[src/hdl/qap_pkg.sv]
// Shared constants, types and helper functions of the quadtree atlas packer.
package qap_pkg;

	localparam int MAX_SIZE_LOG2 = 9;
	localparam int MIN_SIZE_LOG2 = 3;
	localparam int FACE_ID_BITS  = 16;

	localparam int LVL_W    = 4;
	localparam int FACE_W   = 16;
	localparam int POS_W    = 9;
	localparam int STATUS_W = 2;

	localparam logic [LVL_W-1:0] INIT_RESET = 4'd7;
	localparam logic [LVL_W-1:0] MAX_RESET  = 4'd9;

	// Configuration register indexes.
	localparam logic REG_INIT = 1'b0;
	localparam logic REG_MAX  = 1'b1;

	// Node codes held in the tree store.
	localparam logic [1:0] NODE_EMPTY = 2'd0;
	localparam logic [1:0] NODE_SPLIT = 2'd1;
	localparam logic [1:0] NODE_OCC   = 2'd2;

	// Result status codes.
	localparam logic [STATUS_W-1:0] ST_PLACED = 2'd0;
	localparam logic [STATUS_W-1:0] ST_FRESH  = 2'd1;
	localparam logic [STATUS_W-1:0] ST_REJECT = 2'd2;

	typedef struct packed {
		logic [STATUS_W-1:0] status;
		logic [LVL_W-1:0]    atlas_size_log2;
		logic [POS_W-1:0]    y_pos;
		logic [POS_W-1:0]    x_pos;
		logic [FACE_W-1:0]   face_out;
	} result_t;

	function automatic int node_count(input int levels);
		return ((1 << (2 * levels)) - 1) / 3;
	endfunction

	function automatic logic [LVL_W-1:0] clamp_level(input logic [LVL_W-1:0] v,
			input int lo, input int hi);
		if (int'(v) < lo) return LVL_W'(lo);
		if (int'(v) > hi) return LVL_W'(hi);
		return v;
	endfunction

	// Index of the top-left node at a depth of the full tree: the bit pattern 0101..01.
	function automatic logic [31:0] leftmost(input int depth);
		logic [31:0] r;
		r = '0;
		for (int k = 0; k < 16; k++) begin
			if (k < depth) r[2*k] = 1'b1;
		end
		return r;
	endfunction

endpackage

[src/hdl/qap_walker.sv]
// Placement sequencer: clears the store, walks the quadtree depth first and grows the atlas.
module qap_walker #(
	parameter int MAX_L     = qap_pkg::MAX_SIZE_LOG2,
	parameter int MIN_L     = qap_pkg::MIN_SIZE_LOG2,
	parameter int FACE_BITS = qap_pkg::FACE_ID_BITS,
	parameter int NODES     = 5461,
	parameter int IDX_W     = 13
) (
	input  logic                          clk,
	input  logic                          arst_n,
	input  logic                          in_valid,
	output logic                          in_ready,
	input  logic [qap_pkg::FACE_W-1:0]    in_face,
	input  logic [qap_pkg::LVL_W-1:0]     in_size,
	input  logic                          in_start,
	input  logic [qap_pkg::LVL_W-1:0]     init_cfg,
	input  logic [qap_pkg::LVL_W-1:0]     max_cfg,
	output logic                          res_valid,
	input  logic                          res_ready,
	output qap_pkg::result_t              res,
	output logic                          mem_we,
	output logic [IDX_W-1:0]              mem_addr,
	output logic [1:0]                    mem_wdata,
	input  logic [1:0]                    mem_rdata
);

	localparam int LW = qap_pkg::LVL_W;
	localparam int PW = MAX_L;
	localparam logic [qap_pkg::FACE_W-1:0] FACE_MASK = (FACE_BITS >= qap_pkg::FACE_W) ?
		{qap_pkg::FACE_W{1'b1}} : qap_pkg::FACE_W'((64'd1 << FACE_BITS) - 64'd1);
	localparam logic [LW-1:0] ROOT_RESET =
		qap_pkg::clamp_level(qap_pkg::INIT_RESET, MIN_L, MAX_L);

	localparam logic [3:0] S_IDLE    = 4'd0;
	localparam logic [3:0] S_CLEAR   = 4'd1;
	localparam logic [3:0] S_CHECK   = 4'd2;
	localparam logic [3:0] S_RD      = 4'd3;
	localparam logic [3:0] S_EVAL    = 4'd4;
	localparam logic [3:0] S_BACK    = 4'd5;
	localparam logic [3:0] S_UP      = 4'd6;
	localparam logic [3:0] S_GROW    = 4'd7;
	localparam logic [3:0] S_GROW_WR = 4'd8;
	localparam logic [3:0] S_DONE    = 4'd9;

	logic [3:0]                 state_q;
	logic                       busy_q;
	logic [IDX_W-1:0]           clr_q;
	logic [qap_pkg::FACE_W-1:0] face_q;
	logic [LW-1:0]              want_q;
	logic                       fresh_q;
	logic                       rej_q;
	logic [LW-1:0]              root_q;
	logic [IDX_W-1:0]           base_q;
	logic [IDX_W-1:0]           idx_q;
	logic [LW-1:0]              lvl_q;
	logic [PW-1:0]              x_q;
	logic [PW-1:0]              y_q;

	logic [LW-1:0]    eff_init;
	logic [LW-1:0]    eff_max;
	logic [LW-1:0]    limit;
	logic [IDX_W-1:0] idx_parent;
	logic [IDX_W-1:0] base_parent;
	logic [IDX_W-1:0] fresh_base;
	logic [1:0]       quad;
	logic [1:0]       quad_next;
	logic [PW-1:0]    lvl_mask;

	assign eff_init    = qap_pkg::clamp_level(init_cfg, MIN_L, MAX_L);
	assign eff_max     = qap_pkg::clamp_level(max_cfg, MIN_L, MAX_L);
	assign limit       = (eff_max > eff_init) ? eff_max : eff_init;
	assign idx_parent  = IDX_W'((idx_q - IDX_W'(1)) >> 2);
	assign base_parent = IDX_W'((base_q - IDX_W'(1)) >> 2);
	assign fresh_base  = IDX_W'(qap_pkg::leftmost(MAX_L - int'(eff_init)));
	assign quad        = 2'(idx_q - IDX_W'(1));
	assign quad_next   = quad + 2'd1;
	assign lvl_mask    = PW'(1) << lvl_q;

	assign in_ready  = (state_q == S_IDLE);
	assign res_valid = (state_q == S_DONE);

	assign res.face_out        = face_q;
	assign res.x_pos           = qap_pkg::POS_W'(x_q);
	assign res.y_pos           = qap_pkg::POS_W'(y_q);
	assign res.atlas_size_log2 = root_q;
	assign res.status          = rej_q ? qap_pkg::ST_REJECT :
		(fresh_q ? qap_pkg::ST_FRESH : qap_pkg::ST_PLACED);

	always_comb begin
		mem_we    = 1'b0;
		mem_addr  = idx_q;
		mem_wdata = qap_pkg::NODE_EMPTY;
		unique case (state_q)
			S_CLEAR: begin
				mem_we   = 1'b1;
				mem_addr = clr_q;
			end
			S_EVAL: begin
				if (lvl_q == want_q && mem_rdata == qap_pkg::NODE_EMPTY) begin
					mem_we    = 1'b1;
					mem_wdata = qap_pkg::NODE_OCC;
				end
			end
			S_UP: begin
				mem_we    = 1'b1;
				mem_wdata = qap_pkg::NODE_SPLIT;
			end
			S_GROW: mem_addr = base_q;
			S_GROW_WR: begin
				mem_we    = 1'b1;
				mem_addr  = base_parent;
				mem_wdata = (mem_rdata != qap_pkg::NODE_EMPTY) ?
					qap_pkg::NODE_SPLIT : qap_pkg::NODE_EMPTY;
			end
			default: ;
		endcase
	end

	always_ff @(posedge clk or negedge arst_n) begin
		if (!arst_n) begin
			state_q <= S_CLEAR;
			busy_q  <= 1'b0;
			clr_q   <= '0;
			fresh_q <= 1'b0;
			rej_q   <= 1'b0;
			root_q  <= ROOT_RESET;
			base_q  <= IDX_W'(qap_pkg::leftmost(MAX_L - int'(ROOT_RESET)));
		end else begin
			unique case (state_q)
				S_IDLE: begin
					if (in_valid) begin
						face_q  <= in_face & FACE_MASK;
						want_q  <= in_size;
						fresh_q <= in_start;
						rej_q   <= 1'b0;
						busy_q  <= 1'b1;
						clr_q   <= '0;
						state_q <= in_start ? S_CLEAR : S_CHECK;
					end
				end
				S_CLEAR: begin
					if (clr_q == IDX_W'(NODES - 1)) begin
						// The sweep after reset keeps the reset root size.
						if (busy_q) begin
							root_q <= eff_init;
							base_q <= fresh_base;
						end
						state_q <= busy_q ? S_CHECK : S_IDLE;
					end else begin
						clr_q <= clr_q + IDX_W'(1);
					end
				end
				S_CHECK: begin
					x_q   <= '0;
					y_q   <= '0;
					idx_q <= base_q;
					lvl_q <= root_q;
					if (want_q < LW'(MIN_L) || want_q > limit) begin
						rej_q   <= 1'b1;
						state_q <= S_DONE;
					end else if (root_q < want_q) begin
						state_q <= S_GROW;
					end else begin
						state_q <= S_RD;
					end
				end
				S_RD: state_q <= S_EVAL;
				S_EVAL: begin
					if (lvl_q == want_q) begin
						if (mem_rdata == qap_pkg::NODE_EMPTY) begin
							if (lvl_q == root_q) begin
								state_q <= S_DONE;
							end else begin
								idx_q   <= idx_parent;
								lvl_q   <= lvl_q + LW'(1);
								state_q <= S_UP;
							end
						end else begin
							state_q <= S_BACK;
						end
					end else if (mem_rdata == qap_pkg::NODE_OCC) begin
						state_q <= S_BACK;
					end else begin
						// First child sits at the parent's corner, so the position holds.
						idx_q   <= IDX_W'({idx_q, 2'b01});
						lvl_q   <= lvl_q - LW'(1);
						state_q <= S_RD;
					end
				end
				S_BACK: begin
					if (lvl_q == root_q) begin
						state_q <= S_GROW;
					end else if (quad != 2'd3) begin
						idx_q   <= idx_q + IDX_W'(1);
						x_q     <= (x_q & ~lvl_mask) | (quad_next[0] ? lvl_mask : '0);
						y_q     <= (y_q & ~lvl_mask) | (quad_next[1] ? lvl_mask : '0);
						state_q <= S_RD;
					end else begin
						idx_q <= idx_parent;
						lvl_q <= lvl_q + LW'(1);
						x_q   <= x_q & ~lvl_mask;
						y_q   <= y_q & ~lvl_mask;
					end
				end
				S_UP: begin
					if (lvl_q == root_q) begin
						state_q <= S_DONE;
					end else begin
						idx_q <= idx_parent;
						lvl_q <= lvl_q + LW'(1);
					end
				end
				S_GROW: begin
					if (root_q < eff_max && root_q < LW'(MAX_L)) begin
						state_q <= S_GROW_WR;
					end else begin
						fresh_q <= 1'b1;
						clr_q   <= '0;
						state_q <= S_CLEAR;
					end
				end
				S_GROW_WR: begin
					base_q  <= base_parent;
					root_q  <= root_q + LW'(1);
					state_q <= S_CHECK;
				end
				S_DONE: begin
					if (res_ready) begin
						busy_q  <= 1'b0;
						state_q <= S_IDLE;
					end
				end
				default: state_q <= S_IDLE;
			endcase
		end
	end

endmodule

[config.mk]
export PLATFORM = sky130hd
export DESIGN_NAME = qap_walker
export DESIGN_NICKNAME = d
export VERILOG_FILES = /design/src/hdl/qap_pkg.sv /design/src/hdl/qap_walker.sv
export SDC_FILE = /design/constraint.sdc
export NUM_CORES = 1
export LEC_CHECK = 0
export ABC_AREA = 1
export CORE_MARGIN = 3
export CORE_UTILIZATION = 40
export DETAILED_ROUTE_END_ITERATION = 8
export DONT_BUFFER_PORTS = 1
export GPL_ROUTABILITY_DRIVEN = 0
export GPL_TIMING_DRIVEN = 0
export HOLD_SLACK_MARGIN = 0.12
export SLEW_MARGIN = 10
export SYNTH_ARGS = -nofsm -noshare
export SYNTH_HDL_FRONTEND = slang
export SYNTH_SLANG_ARGS = --single-unit
[constraint.sdc]
create_clock -name clk -period 4.3 [get_ports clk]
set_clock_uncertainty 0.15 [all_clocks]
set_input_delay 0.645 -clock clk [delete_from_list [all_inputs] [get_ports clk]]
set_output_delay 0.645 -clock clk [all_outputs]
set_load 0.01 [all_outputs]
==> parameters.txt, run 1 <==
Parameter                              Value

Die
  Effective utilization at floorplan ... between 40% and 50%
  Row count ... 47
  I/O pin total ... just over 90
  Width of the chip ... 138 um
  Vertical die dimension ... around 140 um
  Core box area ... 16800 um^2
  Die area ... 18900 um^2

Drt
  Number of iterations in the first detailed-routing pass ... 5
  Routed WL ... 20.8 mm
  Total via count after detailed routing ... 6429
  DR WL/cell ... roughly 17 um
  Per-cell via count in the routed design ... roughly 5.3
  Post-route DRC violation count ... 0
  Starting DRC count in detailed routing ... around 640
  Antenna viol nets, final ... 0

STA
  RSZ-0062 raised after global routing ... no
  Final worst path period share ... roughly 76%
  Min cycle time layout ... 3.27 ns
  Setup violation total in the final timing report ... 0
  Number of max-slew violations in the final report ... 0
  Transition time at the pin with the least slew margin ... a little over 0.8 ns
  Final number of hold-violating endpoints ... 0
  Worst rel slew slack ... between 40% and 50%
  Setup TNS ... 0 ns
  Max Clk Rate ... about 300 MHz

Synthesis
  Dominant synthesized flop cell ... edfxtp_1
  Largest area contributor in the synthesized netlist ... edfxtp_1
  Post-synthesis sequential area ratio ... 37.0%
  Unique masters post-synth ... between 40 and 50
  Avg Inst Size Synth ... 7.18 um^2
  Synthesis-stage register bit count ... just over 90
  Synth top area cells ... edfxtp_1 (24%), nand2_1 (15%), dfrtp_1 (11%), inv_1 (6.0%), nand3_1 (5.6%)
  Proportion of synthesized flip-flops having asynchronous set or reset ... between 30% and 40%
  Count leader, synth ... nand2_1
  Count of flip-flops with a built-in enable after synthesis ... between 50 and 60
  Synth warn ... 0
  Number of nets produced by synthesis ... roughly 1000
  Post-synth design cell area ... a little under 7000 um^2
  Top cells by instance count after synthesis ... nand2_1 (285), inv_1 (111), nand3_1 (78), nor2_1 (65), o21ai_0 (59)
  Area fraction of the dominant cell type after synthesis ... a little under a quarter
  Number of standard cells after synthesis ... 964

Hold path
  Hold worst-path end ... face_q[2]
  Start point of the worst hold path ... in_face[2]
  Hold path cells ... 0
  Class of the worst hold path ... input port to flip-flop

GRT
  Grt ovf ... 0
  Global-route wire length before repair ... between 30 and 40 mm
  Global router's overall resource usage ... 22.8%
  Maximum number of pins on one net before global-route repair ... 37
  Number of global-route vias before repair ... just over 6000
  Initial antenna violation count ... 0

Power
  Power density over the cells ... around 600 nW/um^2
  Worst VDD drop ... approximately 0.30 mV
  Leak ... ~3.4 nW

Place
  Half-perimeter wire length after detailed placement ... approximately 16 mm
  Area post-placement ... 7220 um^2
  Port buffer count ... 0

Critical path
  Data arrival time at the worst-slack endpoint ... around 3.4 ns
  R2R Setup Slk ... approximately 1.3 ns
  Worst reg2reg startpoint ... root_q[2]
  Worst reg-to-reg path cell count ... 9
  Worst Setup Start Kind ... input port
  CP Max Fanout ... 8
  Type of destination of the critical path ... flip-flop
  Startpoint-to-endpoint class of the critical path ... input port to flip-flop
  Endpoint of the worst register-to-register path ... y_q[7]
  Required time reported for the critical path endpoint ... about 4.4 ns

Finish
  Post-route standard cell area excluding fillers ... around 7600 um^2
  Final net count ... roughly 1000
  # fillers ... ~1700
  Area taken by multi-input logic gates ... between 3000 and 4000 um^2
  Post-Route Utilization ... a little under half
  Seq. cell area ... roughly 2600 um^2
  Antenna diode instance count ... 0
  Layout-stage area growth over the synthesis result ... 9.35%
  Proportion of layout cells with a drive suffix above 1 ... about 10%

CTS
  Clock input transition at the sequential cells of the worst setup and hold paths ... 0.07 ns
  Master cell of the clock root buffer ... clkbuf_16
  Total setup buffers inserted after CTS ... 0
  Worst skew pair latency ... approximately 0.36 ns
  Clock tree from TritonCTS ... yes
  Clk sink count ... between 90 and 100
  CTS H-tree depth ... 3
  Number of buffers created by CTS ... 9
  Number of buffers on the longest clock path ... 2

Run
  Max-cap violations ... 0

Outcome
  Run status ... complete, no violations
==> cells in the final DEF, fill, tap and decap left out, types with 2 or more instances in the layout <==
cell type | synthesis | layout
xnor2_1 | 2 | 2
nor3_2 | 3 | 4
o21ai_0 | 59 | 59
o2111ai_1 | 8 | 8
or2_2 | 4 | 4
nor2_4 | 6 | 6
ha_1 | 30 | 30
or2_0 | 2 | 2
nand3_2 | 2 | 2
nor3_1 | 18 | 17
nor2_2 | 5 | 7
inv_2 | 18 | 18
clkbuf_16 | 0 | 9
nand3b_1 | 2 | 2
buf_2 | 12 | 12
nand2_1 | 285 | 285
nand3_1 | 78 | 78
inv_6 | 0 | 3
dfstp_2 | 6 | 6
nor2_1 | 65 | 63
clkinv_1 | 1 | 2
o211ai_1 | 7 | 7
nand4_1 | 18 | 18
xor2_1 | 25 | 25
inv_1 | 111 | 111
a21oi_1 | 52 | 52
dfrtp_1 | 30 | 30
clkbuf_1 | 5 | 5
a31oi_1 | 2 | 2
nand2_4 | 2 | 2
buf_4 | 11 | 12
nand2_2 | 5 | 5
buf_6 | 3 | 3
edfxtp_1 | 55 | 55
o22ai_1 | 2 | 2
o21ai_1 | 20 | 20
==> cell families (layout without fill, tap and decap cells) <==
| logic type | Yosys count | in the layout | synth area share, % |
|---|---|---|---|
| DFF | 91 | 91 | 37.0 |
| adders and majority gates | 30 | 30 | 5.43 |
| buffers and inverters | 161 | 181 | 9.88 |
| AOI/OAI and AO/OA | 154 | 154 | 12.1 |
| and+or+nand+nor | 501 | 501 | 32.2 |
| xor gates and xnor gates | 27 | 27 | 3.42 |
==> registers in the layout, summed over array words and instances (netlist names) <==
name	flops
face_q	16
idx_q	13
want_q	4
busy_q	1
state_q	4
clr_q	13
root_q	4
base_q	12
fresh_q	1
y_q	9
rej_q	1
lvl_q	4
x_q	9
==> worst max-delay path by stage <==
stage                     cells after the start  slack [ns]          to         from
after floorplan                               8        1.17      x_q[0]    root_q[2]
after global placement                        8        0.28      x_q[7]    root_q[1]
after detailed placement                     21        0.72  state_q[3]  init_cfg[3]
after CTS                                    22        1.08  state_q[3]  init_cfg[3]
after global routing                         22        0.75  state_q[3]  init_cfg[3]
final                                        22        1.03  state_q[3]  init_cfg[3]
==> power by group <==
part,internal (W),switching (W),total [W]
logic,0.000672,0.00154,0.00221
clock network,0.000461,0.000385,0.000846
registers,0.00122,0.000276,0.00150
total,0.00235,0.00220,0.00455
==> metal layers <==
layer	GRT usage (%)	wire length (um)	vias up
li1	-	-	3218
met1	31.7	9560	2980
met2	36.3	9670	198
met3	3.83	1110	33
met4	6.76	428	0
met5	0	0	-
==> worst max-delay path: stages <==
cell and delay, ns:
inv_1 0.11, nand2_1 0.22, a21oi_1 0.36, inv_1 0.16
ha_1 0.30, nand3_1 0.06, nand2_1 0.19, nor2_1 0.06
a21oi_1 0.16, ha_1 0.26, inv_1 0.06, o21bai_1 0.06
nand2_1 0.06, nand2_1 0.04, nand2_1 0.08, nand2_1 0.05
nand2_1 0.13, nand2_1 0.06, nor2_1 0.11, nand2_1 0.06
nand2_1 0.06, nand2_1 0.04
==> per-stage QoR <==
step                      hold WS [ns]  worst slack, ns  total power (W)  cells
after floorplan                  0.199             1.17          0.00306    964
after global placement           0.201            0.275          0.00366   1184
after detailed placement         0.201            0.719          0.00369   1186
after CTS                        0.221             1.08          0.00455   1204
after global routing             0.216            0.751          0.00490   1204
final                            0.228             1.03          0.00455   1204
==> layout make-up <==
| class | instances | share of cell area (%) |
|---|---|---|
| flip-flops and latches | 91 | 33.8 |
| multi-input cells | 712 | 48.7 |
| clock buffers | 9 | 2.98 |
| clock inverters | 7 | 1.11 |
| plain buffers | 31 | 2.58 |
| inverters | 130 | 6.45 |
| repair buffers | 4 | 0.695 |
| well taps | 220 | 3.64 |
==> timing repair <==
action | in CTS | in global routing
endpoints found under the hold margin | 36 | 0
setup endpoints to repair | 0 | 0
resized for setup | 0 | 0
hold buffers | 2 | 0
(Power assumes the default switching activity.)
==> run 2, diff against run 1 <==
Clock period 4.3 ns to 2.8 ns, I/O delays scaled along.
==> run 2 against run 1 <==
Worst hold slack got worse by 0.072 ns; combinational power rose by 58%; die area did not move; sequential power rose by 53%; via count rose by 1.6%; power rose by 56%; clock power rose by 56%; critical path depth fell by 17; largest cell class unchanged.
==> parameters.txt, run 2 (synthesis gave the netlist of run 1 again) <==
Parameter                              Value

Drt
  Per-cell via count in the routed design ... 5.31 (was 5.34)
  Number of iterations in the first detailed-routing pass ... 6 (was 5)
  Post-route DRC violation count ... 0 (unchanged)
  Antenna viol nets, final ... 0 (unchanged)
  Starting DRC count in detailed routing ... 588 (was 642)
  Routed WL ... 21.3 mm (was 20.8 mm)
  DR WL/cell ... 17.3 um (was 17.2 um)
  Total via count after detailed routing ... 6532 (was 6429)

Outcome
  Run status ... complete, no violations (unchanged)

Die
  I/O pin total ... 93 (unchanged)
  Core box area ... 16800 um^2 (unchanged)
  Width of the chip ... 138 um (unchanged)
  Die area ... 18900 um^2 (unchanged)
  Effective utilization at floorplan ... 41.3% (unchanged)
  Row count ... 47 (unchanged)
  Vertical die dimension ... 138 um (unchanged)

Finish
  Flip-flop count of the largest register, all copies and words added ... 16 (unchanged)
  Area taken by multi-input logic gates ... 3750 um^2 (was 3680 um^2)
  Layout-stage area growth over the synthesis result ... 14.2% (was 9.35%)
  Leading cell types in the layout, fill and taps excluded ... nand2_1 (282), inv_1 (109), nand3_1 (77), nor2_1 (62), o21ai_0 (57) (was nand2_1 (285), inv_1 (111), nand3_1 (78), nor2_1 (63), o21ai_0 (59))
  # fillers ... 1715 (was 1734)
  Proportion of layout cells with a drive suffix above 1 ... 11.5% (was 10.4%)
  Seq. cell area ... 2560 um^2 (unchanged)
  Register with the most flip-flops ... face_q (unchanged)
  Registers with the most flip-flops ... face_q (16), clr_q (13), idx_q (13) (unchanged)
  Commonest non-fill, non-tap cell in the layout ... nand2_1 (unchanged)
  Post-route standard cell area excluding fillers ... 7900 um^2 (was 7560 um^2)
  Final net count ... 1069 (was 1044)
  Antenna diode instance count ... 0 (unchanged)
  Post-Route Utilization ... 47.1% (was 45.1%)

STA
  Max Clk Rate ... ~370 MHz
  Hold slack final ... 0.156 ns (was 0.228 ns)
  Transition time at the pin with the least slew margin ... 0.784 ns (was 0.812 ns)
  Final worst path period share ... 96.2%
  Worst rel slew slack ... 47.4% (was 45.5%)
  Final number of hold-violating endpoints ... 0 (unchanged)
  Number of max-slew violations in the final report ... 0 (unchanged)
  Min setup slack post-route ... 0.106 ns (was 1.03 ns)
  Min cycle time layout ... about 2.7 ns
  Setup violation total in the final timing report ... 0 (unchanged)
  RSZ-0062 raised after global routing ... yes (was no)

Critical path
  R2R Setup Slk ... 0.20 ns (was 1.33 ns)
  Longest individual stage delay on the worst path ... 0.60 ns (was 0.36 ns)
  Data arrival time at the worst-slack endpoint ... 2.12 ns (was 3.37 ns)
  Worst Setup Start Kind ... flip-flop (was input port)
  Bufs and invs on worst path ... 2 (was 3)
  Cell breakdown of the critical path ... inv_2 > nor2_4 > nand2_4 > clkbuf_1 > o211ai_1 (was inv_1 > nand2_1 > a21oi_1 > inv_1 > ha_1 > nand3_1 > nand2_1 > nor2_1 > a21oi_1 > ha_1 > inv_1 > o21bai_1 > nand2_1 > nand2_1 > nand2_1 > nand2_1 > nand2_1 > nand2_1 > nor2_1 > nand2_1 > nand2_1 > nand2_1)
  Cell type group with the largest total delay on the critical path ... flip-flops (was simple AND/OR/NAND/NOR gates)
  Type of destination of the critical path ... primary output (was flip-flop)
  Crit path from ... state_q[0] (was init_cfg[3])
  Cell with the largest stage delay on the worst path ... dfstp_2 (was a21oi_1)
  Depth of the critical timing path with buffers and inverters included ... 5 (was 22)
  Startpoint-to-endpoint class of the critical path ... flip-flop to primary output (was input port to flip-flop)
  Worst setup path endpoint ... mem_addr[0] (was state_q[3])
  Worst reg-to-reg path cell count ... 8 (was 9)
  Required time reported for the critical path endpoint ... 2.23 ns (was 4.40 ns)
  CP Max Fanout ... 10 (was 8)
  Worst reg2reg startpoint ... root_q[2] (unchanged)
  Endpoint of the worst register-to-register path ... idx_q[6] (was y_q[7])

Place
  Area post-placement ... 7220 um^2 (about the same)
  Half-perimeter wire length after detailed placement ... 15.7 mm (about the same)
  Port buffer count ... 0 (unchanged)
  Setup slack after placement ... -0.568 ns (was 0.719 ns)

CTS
  Worst skew pair latency ... 0.36 ns (about the same)
  CTS H-tree depth ... 3 (unchanged)
  Clk sink count ... 91 (unchanged)
  Master cell of the clock root buffer ... clkbuf_16 (unchanged)
  Clock input transition at the sequential cells of the worst setup and hold paths ... 0.06 ns (was 0.07 ns)
  Clock tree from TritonCTS ... yes (unchanged)
  Number of buffers created by CTS ... 9 (unchanged)
  Number of buffers on the longest clock path ... 2 (unchanged)

GRT
  Grt ovf ... 0 (unchanged)
  Number of global-route vias before repair ... 6110 (was 6089)
  Global router's overall resource usage ... 22.9% (was 22.8%)
  Maximum number of pins on one net before global-route repair ... 37 (unchanged)
  Initial antenna violation count ... 0 (unchanged)
  Global-route wire length before repair ... 33.4 mm (was 33.2 mm)

Run
  Max-cap violations ... 0 (unchanged)

Power
  Worst VDD drop ... 0.570 mV (was 0.295 mV)
  Leak ... 3.55 nW (was 3.43 nW)
  Total chip power ... 0.00711 W (was 0.00455 W)
  Power density over the cells ... 900 nW/um^2 (was 601 nW/um^2)

Hold path
  Class of the worst hold path ... input port to flip-flop (unchanged)
[run 2: worst min path at each step]
stage / endpoint / cells past startpoint / startpoint / slack [ns]
6_report: state_q[0] / 3 / in_valid / 0.16
2_1_floorplan: base_q[10] / 0 / arst_n / -0.03
3_3_place_gp: clr_q[4] / 0 / arst_n / -0.02
5_1_grt: fresh_q / 3 / in_start / 0.20
3_5_place_dp: clr_q[8] / 0 / arst_n / -0.02
4_1_cts: state_q[0] / 3 / in_valid / 0.15
[run 2: layout make-up]
class	instances	share of cell area (%)
sequential	91	32.4
inverter	130	6.23
multi-input combinational	712	47.5
clock inverter	6	1.01
timing repair buffer	29	3.90
clock buffer	10	2.90
buffer	31	2.52
tap	220	3.49
[run 2: routing by layer]
layer  part of all wire [%]  track usage (%)  vias up
met5                      0                0        -
met2                     48             37.8      214
met3                    6.3             4.82       26
met1                     44             30.8     3034
li1                       -                -     3258
met4                    1.6             5.54        0
[run 2: report_power, final]
part | leakage, nW | switching (W) | internal [W]
clock network | 0.149 | 0.000543 | 0.000776
logic | 2.43 | 0.00239 | 0.00109
registers | 0.971 | 0.000432 | 0.00187
[run 2: through the flow]
stage / cells / setup TNS [ns]
floorplan: 964 / 0
global placement: 1184 / -15.36
detailed placement: 1185 / -4.09
CTS: 1226 / 0
global route: 1229 / -0.0377
finish: 1229 / 0
[run 2: tightest hold or removal path, stage by stage]
cell     delay (ns)
nor2_1         0.03
o21ai_0        0.15
nand2_1        0.05
[run 2: timing repair]
| action | in CTS | in global routing |
|---|---|---|
| pin swaps | 1 | 3 |
| cloned | 0 | 0 |
| hold buffers | 24 | 0 |
| buffers inserted | 1 | 3 |
| endpoints found under the setup margin | 34 | 8 |
| hold endpoints to repair | 59 | 0 |
| resized for setup | 4 | 17 |
==> run 3, diff against run 2 <==
Settings changed: BUFFER_PORTS_ARGS set to -buffer_cell sky130_fd_sc_hd__buf_4, DONT_BUFFER_PORTS 1 to unset.
==> run 3 against run 2 <==
First-iteration DRC count is 5.1% higher; via count is 5.5% higher; final cell count up 7.5%; worst setup slack worse by 0.012 ns; wire length rose by 0.78%; sequential power decreased by 3%; power is 7.0% higher; final area rose by 9.6%.
==> parameters.txt, run 3 (synthesis gave the netlist of run 1 again) <==
Parameter                              Value

Outcome
  Run status ... complete, no violations (unchanged)

Die
  Row count ... 47 (unchanged)
  Core box area ... 16800 um^2 (unchanged)
  Effective utilization at floorplan ... 41.3% (unchanged)
  Die area ... 18900 um^2 (unchanged)
  I/O pin total ... 93 (unchanged)
  Vertical die dimension ... 138 um (unchanged)
  Width of the chip ... 138 um (unchanged)

Critical path
  Cell breakdown of the critical path ... nor2_2 > nand3_2 > inv_2 > nor3_4 > buf_6 > nand2_1 > o2111ai_1 > buf_4 (was inv_2 > nor2_4 > nand2_4 > clkbuf_1 > o211ai_1)
  Longest individual stage delay on the worst path ... 0.62 ns (was 0.60 ns)
  Type of destination of the critical path ... primary output (unchanged)
  Worst Setup Start Kind ... flip-flop (unchanged)
  Depth of the critical timing path with buffers and inverters included ... 8 (was 5)
  Bufs and invs on worst path ... 3 (was 2)
  Startpoint-to-endpoint class of the critical path ... flip-flop to primary output (unchanged)
  Required time reported for the critical path endpoint ... 2.23 ns (about the same)
  Data arrival time at the worst-slack endpoint ... 2.14 ns (was 2.12 ns)
  Cell type group with the largest total delay on the critical path ... flip-flops (unchanged)
  Worst reg-to-reg path cell count ... 8 (unchanged)
  CP Max Fanout ... 10 (unchanged)
  Cell with the largest stage delay on the worst path ... dfstp_2 (unchanged)

GRT
  Maximum number of pins on one net before global-route repair ... 39 (was 37)
  Initial antenna violation count ... 0 (unchanged)
  Global router's overall resource usage ... 23.2% (was 22.9%)
  Grt ovf ... 0 (unchanged)
  Global-route wire length before repair ... 34.2 mm (was 33.4 mm)
  Number of global-route vias before repair ... 6441 (was 6110)

Power
  Worst VDD drop ... 0.471 mV (was 0.570 mV)
  Leak ... 4.01 nW (was 3.55 nW)
  Power density over the cells ... 880 nW/um^2 (was 900 nW/um^2)

Drt
  Post-route DRC violation count ... 0 (unchanged)
  Number of iterations in the first detailed-routing pass ... 5 (was 6)
  Starting DRC count in detailed routing ... 618 (was 588)
  DR WL/cell ... 16.2 um (was 17.3 um)
  Antenna viol nets, final ... 0 (unchanged)
  Total via count after detailed routing ... 6893 (was 6532)
  Routed WL ... 21.4 mm (was 21.3 mm)
  Per-cell via count in the routed design ... 5.22 (was 5.31)

STA
  Worst rel slew slack ... 48.1% (was 47.4%)
  Final worst path period share ... 96.6% (was 96.2%)
  RSZ-0062 raised after global routing ... yes (unchanged)
  Number of max-slew violations in the final report ... 0 (unchanged)
  Transition time at the pin with the least slew margin ... 0.773 ns (was 0.784 ns)
  Min setup slack post-route ... 0.0947 ns (was 0.106 ns)
  Setup violation total in the final timing report ... 0 (unchanged)
  Final number of hold-violating endpoints ... 0 (unchanged)
  Min cycle time layout ... 2.71 ns (was 2.69 ns)
  Setup TNS ... 0 ns (unchanged)
  Max Clk Rate ... 370 MHz (was 371 MHz)

CTS
  Clk sink count ... 91 (unchanged)
  Clock input transition at the sequential cells of the worst setup and hold paths ... 0.08 ns (was 0.06 ns)
  Clock tree from TritonCTS ... yes (unchanged)
  Worst skew pair latency ... 0.36 ns (about the same)
  CTS H-tree depth ... 3 (unchanged)
  Master cell of the clock root buffer ... clkbuf_16 (unchanged)
  Number of buffers created by CTS ... 9 (unchanged)
  Number of buffers on the longest clock path ... 2 (unchanged)

Finish
  Proportion of layout cells with a drive suffix above 1 ... 20.3% (was 11.5%)
  Seq. cell area ... 2560 um^2 (unchanged)
  # fillers ... 1697 (was 1715)
  Commonest non-fill, non-tap cell in the layout ... nand2_1 (unchanged)
  Registers with the most flip-flops ... face_q (16), clr_q (13), idx_q (13) (unchanged)
  Register with the most flip-flops ... face_q (unchanged)
  Final net count ... 1161 (was 1069)
  Leading cell types in the layout, fill and taps excluded ... nand2_1 (279), buf_4 (107), inv_1 (105), nand3_1 (76), nor2_1 (60) (was nand2_1 (282), inv_1 (109), nand3_1 (77), nor2_1 (62), o21ai_0 (57))
  Antenna diode instance count ... 0 (unchanged)
  Layout-stage area growth over the synthesis result ... 25.1% (was 14.2%)
  Area taken by multi-input logic gates ... 3790 um^2 (was 3750 um^2)
  Flip-flop count of the largest register, all copies and words added ... 16 (unchanged)

Place
  Half-perimeter wire length after detailed placement ... 15.9 mm (was 15.7 mm)
  Setup slack after placement ... -0.721 ns (was -0.568 ns)
  Port buffer count ... 92 (was 0)

Run
  Max-cap violations ... 0 (unchanged)

Hold path
  Class of the worst hold path ... input port to flip-flop (unchanged)
  Hold path cells ... 4 (was 3)
[run 3: power breakdown]
group / internal (W) / switching [W] / total (W)
registers: 0.00187 / 0.000376 / 0.00224
logic: 0.00144 / 0.00254 / 0.00398
clock network: 0.000795 / 0.000594 / 0.00139
[run 3: layout make-up]
class	instances	area share, %
buffer	31	2.42
timing repair buffer	121	11.4
multi-input combinational	712	43.8
inverter	130	5.78
clock inverter	6	1.11
tap	220	3.18
clock buffer	10	2.65
sequential	91	29.6
[run 3: per-layer routing]
layer	vias to the layer above	global-route usage [%]	wire (um)
li1	3444	-	-
met1	3218	32.8	9850
met2	207	37.3	10100
met3	24	3.21	1140
met4	0	6.49	357
met5	-	0	0
[run 3: repair_timing]
| action | CTS | global route |
|---|---|---|
| buffers inserted | 4 | 3 |
| gates resized for setup | 11 | 34 |
| hold endpoints to repair | 50 | 0 |
| hold buffers | 21 | 0 |
| pin swaps | 2 | 10 |
| endpoints found under the setup margin | 37 | 10 |
[run 3: path summary, 6_finish.rpt]
kind / endpoint / start / slack, ns
worst min register to register: fresh_q / fresh_q / 0.34
max in group asynchronous: base_q[0] / arst_n / 1.70
min in group asynchronous: clr_q[10] / arst_n / 0.43
worst max register to register: idx_q[4] / root_q[1] / 0.22
worst min-delay path: busy_q / res_ready / 0.18
worst max-delay path: mem_addr[2] / state_q[0] / 0.09
[run 3: per-stage QoR]
stage / hold WS [ns] / cell area [um^2] / cells / util, % / power (W)
finish: 0.177 / 8650 / 1321 / 51.6 / 0.00761
global placement: 0.276 / 7890 / 1276 / 47.1 / 0.00602
floorplan: -0.0256 / 6920 / 964 / - / 0.00470
CTS: 0.174 / 8530 / 1318 / 50.9 / 0.00755
global route: 0.210 / 8650 / 1321 / 51.6 / 0.00819
detailed placement: 0.278 / 7920 / 1277 / 47.2 / 0.00607
[run 3: worst register-to-register path: stages (launching register included)]
cell and delay, ns:
dfstp_2 0.68, xor2_1 0.17, nor2_1 0.06, nand2_2 0.22, inv_2 0.11, buf_4 0.19
nand2_1 0.09, inv_1 0.12, nor2_4 0.42
